[src/dosc_pkg.sv]
// shared widths, constants and controller/datapath interface types
// for the difference-of-squares counter; no dependencies
package dosc_pkg;

    localparam int VALUE_WIDTH = 31;
    localparam int COUNT_WIDTH = 10;
    localparam int DIV_CNT_W   = $clog2(VALUE_WIDTH + 1);

    localparam logic [COUNT_WIDTH-1:0] COUNT_MAX = {COUNT_WIDTH{1'b1}};

    typedef logic [VALUE_WIDTH-1:0] t_value;
    typedef logic [COUNT_WIDTH-1:0] t_count;

    // commands from controller to datapath
    typedef struct packed {
        logic load;       // capture input beat, d = 1, count = 0
        logic div_start;  // start value / d
        logic step;       // score current d and advance it
        logic out_load;   // copy count into output register
    } t_dp_cmd;

    // status from datapath to controller
    typedef struct packed {
        logic div_done;   // quotient and remainder are ready
        logic bound_hit;  // d > value / d, search is over
    } t_dp_status;

endpackage

[src/difference_of_squares_counter.sv]
// For each input beat, counts the divisors d with d*d <= value, d dividing value
// and d + value/d even: the number of ways to write value as a difference of two
// squares (zero gives zero, count saturates at 1023). One item is worked at a
// time; every trial divisor, from 1 up to floor(sqrt(value)) + 1, runs one
// division on a shared radix-2 divider. The next beat is accepted while the previous
// result still waits on the output.
// Depends on dosc_pkg, dosc_ctrl, dosc_dp and dosc_div.
module difference_of_squares_counter (
    input  logic             i_clk,
    input  logic             i_rst_n,
    input  logic             i_in_valid,
    output logic             o_in_ready,
    input  dosc_pkg::t_value i_value,
    output logic             o_out_valid,
    input  logic             i_out_ready,
    output dosc_pkg::t_count o_pair_count
);

    dosc_pkg::t_dp_cmd    w_cmd;
    dosc_pkg::t_dp_status w_status;

    dosc_ctrl u_ctrl (
        .i_clk       (i_clk),
        .i_rst_n     (i_rst_n),
        .i_in_valid  (i_in_valid),
        .o_in_ready  (o_in_ready),
        .o_out_valid (o_out_valid),
        .i_out_ready (i_out_ready),
        .o_cmd       (w_cmd),
        .i_status    (w_status)
    );

    dosc_dp u_dp (
        .i_clk        (i_clk),
        .i_rst_n      (i_rst_n),
        .i_cmd        (w_cmd),
        .o_status     (w_status),
        .i_value      (i_value),
        .o_pair_count (o_pair_count)
    );

endmodule

[src/dosc_div.sv]
// iterative restoring divider, one quotient bit per cycle
// depends on dosc_pkg
module dosc_div (
    input  logic            i_clk,
    input  logic            i_rst_n,
    input  logic            i_start,
    input  dosc_pkg::t_value i_dividend,
    input  dosc_pkg::t_value i_divisor,
    output logic            o_done,
    output dosc_pkg::t_value o_quot,
    output dosc_pkg::t_value o_rem
);

    logic                           r_busy;
    logic                           r_done;
    logic [dosc_pkg::DIV_CNT_W-1:0] r_cnt;
    dosc_pkg::t_value               r_rem;
    dosc_pkg::t_value               r_quo;

    logic [dosc_pkg::VALUE_WIDTH:0]   w_trial;
    logic [dosc_pkg::VALUE_WIDTH:0]   w_diff;
    logic                             w_ge;

    assign w_trial = {r_rem, r_quo[dosc_pkg::VALUE_WIDTH-1]};
    assign w_diff  = w_trial - {1'b0, i_divisor};
    assign w_ge    = (w_trial >= {1'b0, i_divisor});

    always_ff @(posedge i_clk) begin
        if (!i_rst_n) begin
            r_busy <= 1'b0;
            r_done <= 1'b0;
            r_cnt  <= '0;
        end else begin
            r_done <= 1'b0;
            if (i_start) begin
                r_busy <= 1'b1;
                r_cnt  <= dosc_pkg::DIV_CNT_W'(dosc_pkg::VALUE_WIDTH);
            end else if (r_busy) begin
                r_cnt <= r_cnt - 1'b1;
                if (r_cnt == dosc_pkg::DIV_CNT_W'(1)) begin
                    r_busy <= 1'b0;
                    r_done <= 1'b1;
                end
            end
        end
    end

    always_ff @(posedge i_clk) begin
        if (i_start) begin
            r_rem <= '0;
            r_quo <= i_dividend;
        end else if (r_busy) begin
            r_rem <= w_ge ? w_diff[dosc_pkg::VALUE_WIDTH-1:0]
                          : w_trial[dosc_pkg::VALUE_WIDTH-1:0];
            r_quo <= {r_quo[dosc_pkg::VALUE_WIDTH-2:0], w_ge};
        end
    end

    assign o_done = r_done;
    assign o_quot = r_quo;
    assign o_rem  = r_rem;

endmodule

[src/dosc_dp.sv]
// datapath: value, trial divisor, hit counter, output register, divider
// depends on dosc_pkg and dosc_div
module dosc_dp (
    input  logic                 i_clk,
    input  logic                 i_rst_n,
    input  dosc_pkg::t_dp_cmd    i_cmd,
    output dosc_pkg::t_dp_status o_status,
    input  dosc_pkg::t_value     i_value,
    output dosc_pkg::t_count     o_pair_count
);

    dosc_pkg::t_value r_value;
    dosc_pkg::t_value r_d;
    dosc_pkg::t_count r_count;
    dosc_pkg::t_count r_pair_count;

    logic             w_div_done;
    dosc_pkg::t_value w_quot;
    dosc_pkg::t_value w_rem;
    logic             w_hit;

    dosc_div u_div (
        .i_clk      (i_clk),
        .i_rst_n    (i_rst_n),
        .i_start    (i_cmd.div_start),
        .i_dividend (r_value),
        .i_divisor  (r_d),
        .o_done     (w_div_done),
        .o_quot     (w_quot),
        .o_rem      (w_rem)
    );

    // exact divisor and d + value/d even
    assign w_hit = (w_rem == '0) && (r_d[0] == w_quot[0]);

    always_ff @(posedge i_clk) begin
        if (i_cmd.load) begin
            r_value <= i_value;
            r_d     <= dosc_pkg::VALUE_WIDTH'(1);
            r_count <= '0;
        end else if (i_cmd.step) begin
            r_d <= r_d + 1'b1;
            if (w_hit && (r_count != dosc_pkg::COUNT_MAX)) begin
                r_count <= r_count + 1'b1;
            end
        end
        if (i_cmd.out_load) begin
            r_pair_count <= r_count;
        end
    end

    assign o_status.div_done  = w_div_done;
    assign o_status.bound_hit = (r_d > w_quot);
    assign o_pair_count       = r_pair_count;

endmodule

[src/dosc_ctrl.sv]
// controller: sequences the trial divisions and runs both handshakes
// depends on dosc_pkg
module dosc_ctrl (
    input  logic                 i_clk,
    input  logic                 i_rst_n,
    input  logic                 i_in_valid,
    output logic                 o_in_ready,
    output logic                 o_out_valid,
    input  logic                 i_out_ready,
    output dosc_pkg::t_dp_cmd    o_cmd,
    input  dosc_pkg::t_dp_status i_status
);

    localparam logic [2:0] ST_IDLE   = 3'd0;
    localparam logic [2:0] ST_START  = 3'd1;
    localparam logic [2:0] ST_DIV    = 3'd2;
    localparam logic [2:0] ST_EVAL   = 3'd3;
    localparam logic [2:0] ST_FINISH = 3'd4;

    logic [2:0] r_state;
    logic [2:0] n_state;
    logic       r_out_valid;
    logic       n_out_valid;
    logic       w_out_free;

    assign w_out_free = !r_out_valid || i_out_ready;

    always_comb begin
        n_state         = r_state;
        o_cmd.load      = 1'b0;
        o_cmd.div_start = 1'b0;
        o_cmd.step      = 1'b0;
        o_cmd.out_load  = 1'b0;
        case (r_state)
            ST_IDLE: begin
                if (i_in_valid) begin
                    o_cmd.load = 1'b1;
                    n_state    = ST_START;
                end
            end
            ST_START: begin
                o_cmd.div_start = 1'b1;
                n_state         = ST_DIV;
            end
            ST_DIV: begin
                if (i_status.div_done) begin
                    n_state = ST_EVAL;
                end
            end
            ST_EVAL: begin
                if (i_status.bound_hit) begin
                    n_state = ST_FINISH;
                end else begin
                    o_cmd.step = 1'b1;
                    n_state    = ST_START;
                end
            end
            ST_FINISH: begin
                // hold the result until the output register frees up
                if (w_out_free) begin
                    o_cmd.out_load = 1'b1;
                    n_state        = ST_IDLE;
                end
            end
            default: begin
                n_state = ST_IDLE;
            end
        endcase
    end

    always_comb begin
        n_out_valid = r_out_valid;
        if (o_cmd.out_load) begin
            n_out_valid = 1'b1;
        end else if (i_out_ready) begin
            n_out_valid = 1'b0;
        end
    end

    always_ff @(posedge i_clk) begin
        if (!i_rst_n) begin
            r_state     <= ST_IDLE;
            r_out_valid <= 1'b0;
        end else begin
            r_state     <= n_state;
            r_out_valid <= n_out_valid;
        end
    end

    assign o_in_ready  = (r_state == ST_IDLE);
    assign o_out_valid = r_out_valid;

`ifndef SYNTH
    a_no_overwrite: assert property (@(posedge i_clk) disable iff (!i_rst_n)
        o_cmd.out_load |-> (!r_out_valid || i_out_ready))
        else $error("output register overwritten while a beat waits");

    a_done_in_div: assert property (@(posedge i_clk) disable iff (!i_rst_n)
        i_status.div_done |-> (r_state == ST_DIV))
        else $error("divider finished outside the divide state");

    a_bound_finish: assert property (@(posedge i_clk) disable iff (!i_rst_n)
        (r_state == ST_EVAL && i_status.bound_hit) |=> (r_state == ST_FINISH))
        else $error("search did not end at the bound");

    a_accept_start: assert property (@(posedge i_clk) disable iff (!i_rst_n)
        (i_in_valid && o_in_ready) |=> (r_state == ST_START))
        else $error("accepted beat did not start a search");
`endif

endmodule

[config.mk]
export PLATFORM = sky130hd
export DESIGN_NAME = difference_of_squares_counter
export DESIGN_NICKNAME = d
export VERILOG_FILES = /design/src/dosc_pkg.sv /design/src/difference_of_squares_counter.sv /design/src/dosc_div.sv /design/src/dosc_dp.sv /design/src/dosc_ctrl.sv
export SDC_FILE = /design/constraint.sdc
export NUM_CORES = 1
export LEC_CHECK = 0
export BUFFER_PORTS_ARGS = -buffer_cell sky130_fd_sc_hd__buf_4
export CAP_MARGIN = 20
export CORE_MARGIN = 3
export CORE_UTILIZATION = 65
export CTS_CLUSTER_DIAMETER = 50
export DETAILED_ROUTE_END_ITERATION = 7
export HOLD_SLACK_MARGIN = 0.12
export PLACE_DENSITY = 0.84
export SETUP_SLACK_MARGIN = 0.1
export SLEW_MARGIN = 20
export SYNTH_ARGS = -nofsm -noshare
export SYNTH_HDL_FRONTEND = slang
export SYNTH_SLANG_ARGS = --single-unit
[constraint.sdc]
create_clock -name i_clk -period 4.75 [get_ports i_clk]
set_input_delay 0.2375 -clock i_clk [delete_from_list [all_inputs] [get_ports i_clk]]
set_output_delay 0.2375 -clock i_clk [all_outputs]
set_load 0.02 [all_outputs]
==> run summary <==
The power density normalized to cell area came out at 554 mW/mm2. The synthesized design spends more area on one cell type than any other, namely edfxtp_1. The die covers 0.0146 mm2. The critical path start-end classification is flop to flop. The placed wire-length estimate after detailed placement came out at 14.0 mm. The clock slew seen by the registers of the worst setup and hold paths came out at 0.06 ns. For this design, the slowest cell found on the critical path is nor4bb_2. The most common cell after layout, fill and taps aside is nor2_1.

Dividing the final minimum period by the clock period gives 78.0%. The die is 121 um wide. The register-to-register path setup slack is 1.05 ns.

The leftover overflow at the end of global routing is 0. Timing would allow up to 270 MHz. The vertical die dimension came out at 121 um. The critical path goes through inv_1 > ha_1 > a21o_1 > a21o_1 > a21oi_1 > o21ai_0 > a2111oi_2 > a21oi_1 > nor4bb_2 > nand4_1 > xor2_1 > nor2_1. The area of the core region is 0.0128 mm2. Across the run, the number of max-cap violations was 0. Yosys printed 0 warnings.

The fraction of final layout cells with drive strength greater than 1 came out at 9.37%. The largest net degree at the start of global routing came out at 71. The tightest min-delay check is of the input port to flop type. The overall track demand over capacity in global routing came out at 30.2%. The maximum buffer depth of the clock tree is 2. The worst setup path is launched from a flop. The family of cells with the greatest summed delay on the critical path is compound AO/OA/AOI/OAI gates. The synthesis-to-finish area growth came out at 15.9%. The number of search-and-repair iterations in the first detailed-routing pass came out at 5.

In this run the core area contains 41 standard-cell rows. The required time at the worst-slack endpoint came out at 5.05 ns. The total wirelength of the detailed-routed design came out at 21.0 mm. In the post-synthesis netlist, the biggest area contributors are edfxtp_1 25%, dfxtp_1 19%, ha_1 9.6%, xnor2_1 4.6%, nor2_1 4.2%. For this run, design rule violations remaining after detail routing come to 0. Buffers placed on the I/O ports in this run total 46. The data arrival time of the worst path is 4.00 ns. The flop and latch count out of synthesis is 155.

The initial antenna violation count is 0. The run finished with clean final reports. In this run the number of H-tree levels came out at 4. In this run, flip-flops and latches consume 32.4% of the power. The worst setup path is captured at a flop. In this run the static leakage power is 0.00412 uW. The detailed router finished its first iteration with 792 violations. The portion of synthesized cell area occupied by the leading cell type is 25.2%. The synthesized netlist cell count is 933. In this run switching power makes up 38.7% of total power.

TritonCTS built the clock tree. The internal power consumption came out at 3380 uW. During I/O placement, the number of pins put on the boundary was 47. The remaining antenna violation count is 0. The buffering stage count on the worst path with inverters included came out at 1. Counting flops with a built-in enable in the synthesized netlist gives 72. The worst clock skew is 0.0106 ns. Clock tree synthesis selected as its root buffer the cell clkbuf_16. The post-route minimum period came out at 3.70 ns. The effective utilization at floorplan is 67.2%. The total nets after synthesis came out at 1035.

The worst ir drop on vdd came out at 0.364 mV. The first global-routing pass estimated 34.6 mm of wire. The hold violation total from the final report came to 0. The main flop type after synthesis is dfxtp_1.

The post-detailed-route wirelength per cell is 17.7 um. The synthesized cell area is 0.00859 mm2. The combinational share of power is 43.5%. The transition time at the pin with the least slew margin came out at 1.01 ns.

The worst-case headroom to the max-slew limit came out at 31.6%. For this run, the slowest stage of the critical path takes 0.94 ns. The relative contribution of the clock network to total power came out at 24.0%. The final-layout worst hold slack is 0.198 ns. Setup repair after global routing left no endpoint under its margin. The overall via count from detail_route is 7103. The count of cell types in the netlist is 63.

The per-instance average area after synthesis is 9.20 um2. The layout net count came out at 1103. The switching component of the power came out at 2130 uW. The share of the yosys chip area belonging to registers is 44.5%. The final RePlAce weighted congestion is 0.919.

The clock insertion delay at the later pin of the skew report is 0.43 ns. The number of sinks handled by clock tree synthesis is 155. The summed negative setup slack over all endpoints is 0 ns. The max-slew violation count came out at 0. The largest fanout on the critical path came out at 10. The share of synthesized flip-flops with an asynchronous set or reset is 0%. The number of setup violations in the final report is 0. The library cells used most frequently in the layout, excluding fill and tap cells, are 95 x nor2_1, 85 x nand2_1, 83 x dfxtp_1. The number of global-route vias before repair came out at 6951.

The antenna diode instance count is 0. The via density per instance is 5.99. The number of buffers created by CTS is 17.
-- through the flow --
stage | cell area (um2) | total power, uW | setup WS [ns] | utilization [%] | instances
CTS | 9950 | 5460 | 1.14 | 77.9 | 1186
floorplan | 8590 | 3630 | 1.87 | - | 933
global route | 9950 | 5860 | 0.773 | 77.9 | 1186
finish | 9950 | 5510 | 1.05 | 77.9 | 1186
detailed placement | 9060 | 4110 | 1.26 | 70.9 | 1122
global placement | 9060 | 4070 | 1.32 | 70.9 | 1122
-- area by class of cell --
cell class,instances,area [um2]
Clock buffer,21,460
Clock inverter,11,108
Fill cell,802,2830
Inverter,79,297
Multi-Input combinational cell,663,4310
Sequential cell,155,3820
Tap cell,172,215
Timing Repair Buffer,85,731
-- power groups by stage --
| stage | combinational (uW) | sequential [uW] | clock, uW |
|---|---|---|---|
| 2_1_floorplan | 1880 | 1740 | 0 |
| 6_report | 2400 | 1790 | 1320 |
| 3_5_place_dp | 2300 | 1810 | 0 |
| 4_1_cts | 2360 | 1780 | 1330 |
| 5_1_grt | 2660 | 1800 | 1390 |
| 3_3_place_gp | 2260 | 1800 | 0 |
-- cells in the mapped netlist, types with 10 or more instances --
library cell,number
nand4_1,27
o21ai_0,67
and3_1,13
a21oi_1,68
edfxtp_1,72
xnor2_1,45
dfxtp_1,83
ha_1,66
mux2i_1,10
nor3_1,13
clkbuf_1,26
nor2_1,95
xor2_1,20
a211oi_1,13
inv_1,78
a21o_1,28
nand2_1,85
nand3_1,21
-- cell families after synthesis --
group	count (synthesis)	synth area share (%)
simple gates	301	16.7
buf+inv	115	5.36
flops	155	44.5
mux	10	1.17
compound gates	220	15.7
xor+xnor	65	6.63
fa+ha+maj	67	9.85
-- final timing paths --
| kind | cells past startpoint | startpoint | to |
|---|---|---|---|
| setup reg to reg | 12 | u_dp.u_div.o_quot[28] | u_dp.r_count[8] |
| hold / removal | 4 | i_out_ready | u_ctrl.o_out_valid |
| hold reg to reg | 0 | u_dp.r_count[7] | u_dp.o_pair_count[7] |
| setup / recovery | 12 | u_dp.u_div.o_quot[28] | u_dp.r_count[8] |
-- what timing repair did --
item,in CTS,in global routing
hold endpoints to repair,33,0
hold buffers,32,0
buffers inserted,0,0
resized for setup,0,0
endpoints found under the setup margin,0,0
-- state kept, by name, indices dropped and copies added, names as in the netlist --
| register | count |
|---|---|
| u_dp.u_div.r_busy | 1 |
| u_dp.u_div.r_cnt | 5 |
| u_dp.u_div.o_done | 1 |
| u_dp.u_div.o_rem | 31 |
| u_dp.o_pair_count | 10 |
| u_dp.r_value | 31 |
| u_dp.r_count | 10 |
| u_dp.r_d | 31 |
| u_dp.u_div.o_quot | 31 |
| u_ctrl.r_state | 3 |
| u_ctrl.o_out_valid | 1 |
-- tightest hold or removal path, stage by stage --
cell and delay [ns]:
buf_4 0.08, nor2b_1 0.06, a21oi_1 0.14, nor2_1 0.06
-- per-layer routing --
layer / global-route usage [%] / vias up / wire (um)
met5: 0 / - / 0
met4: 13.2 / 0 / 804
met3: 6.81 / 61 / 1480
met2: 49.3 / 262 / 10100
met1: 38.6 / 3349 / 8580
li1: - / 3431 / -
Note: power is estimated with default switching activity, not from simulation.
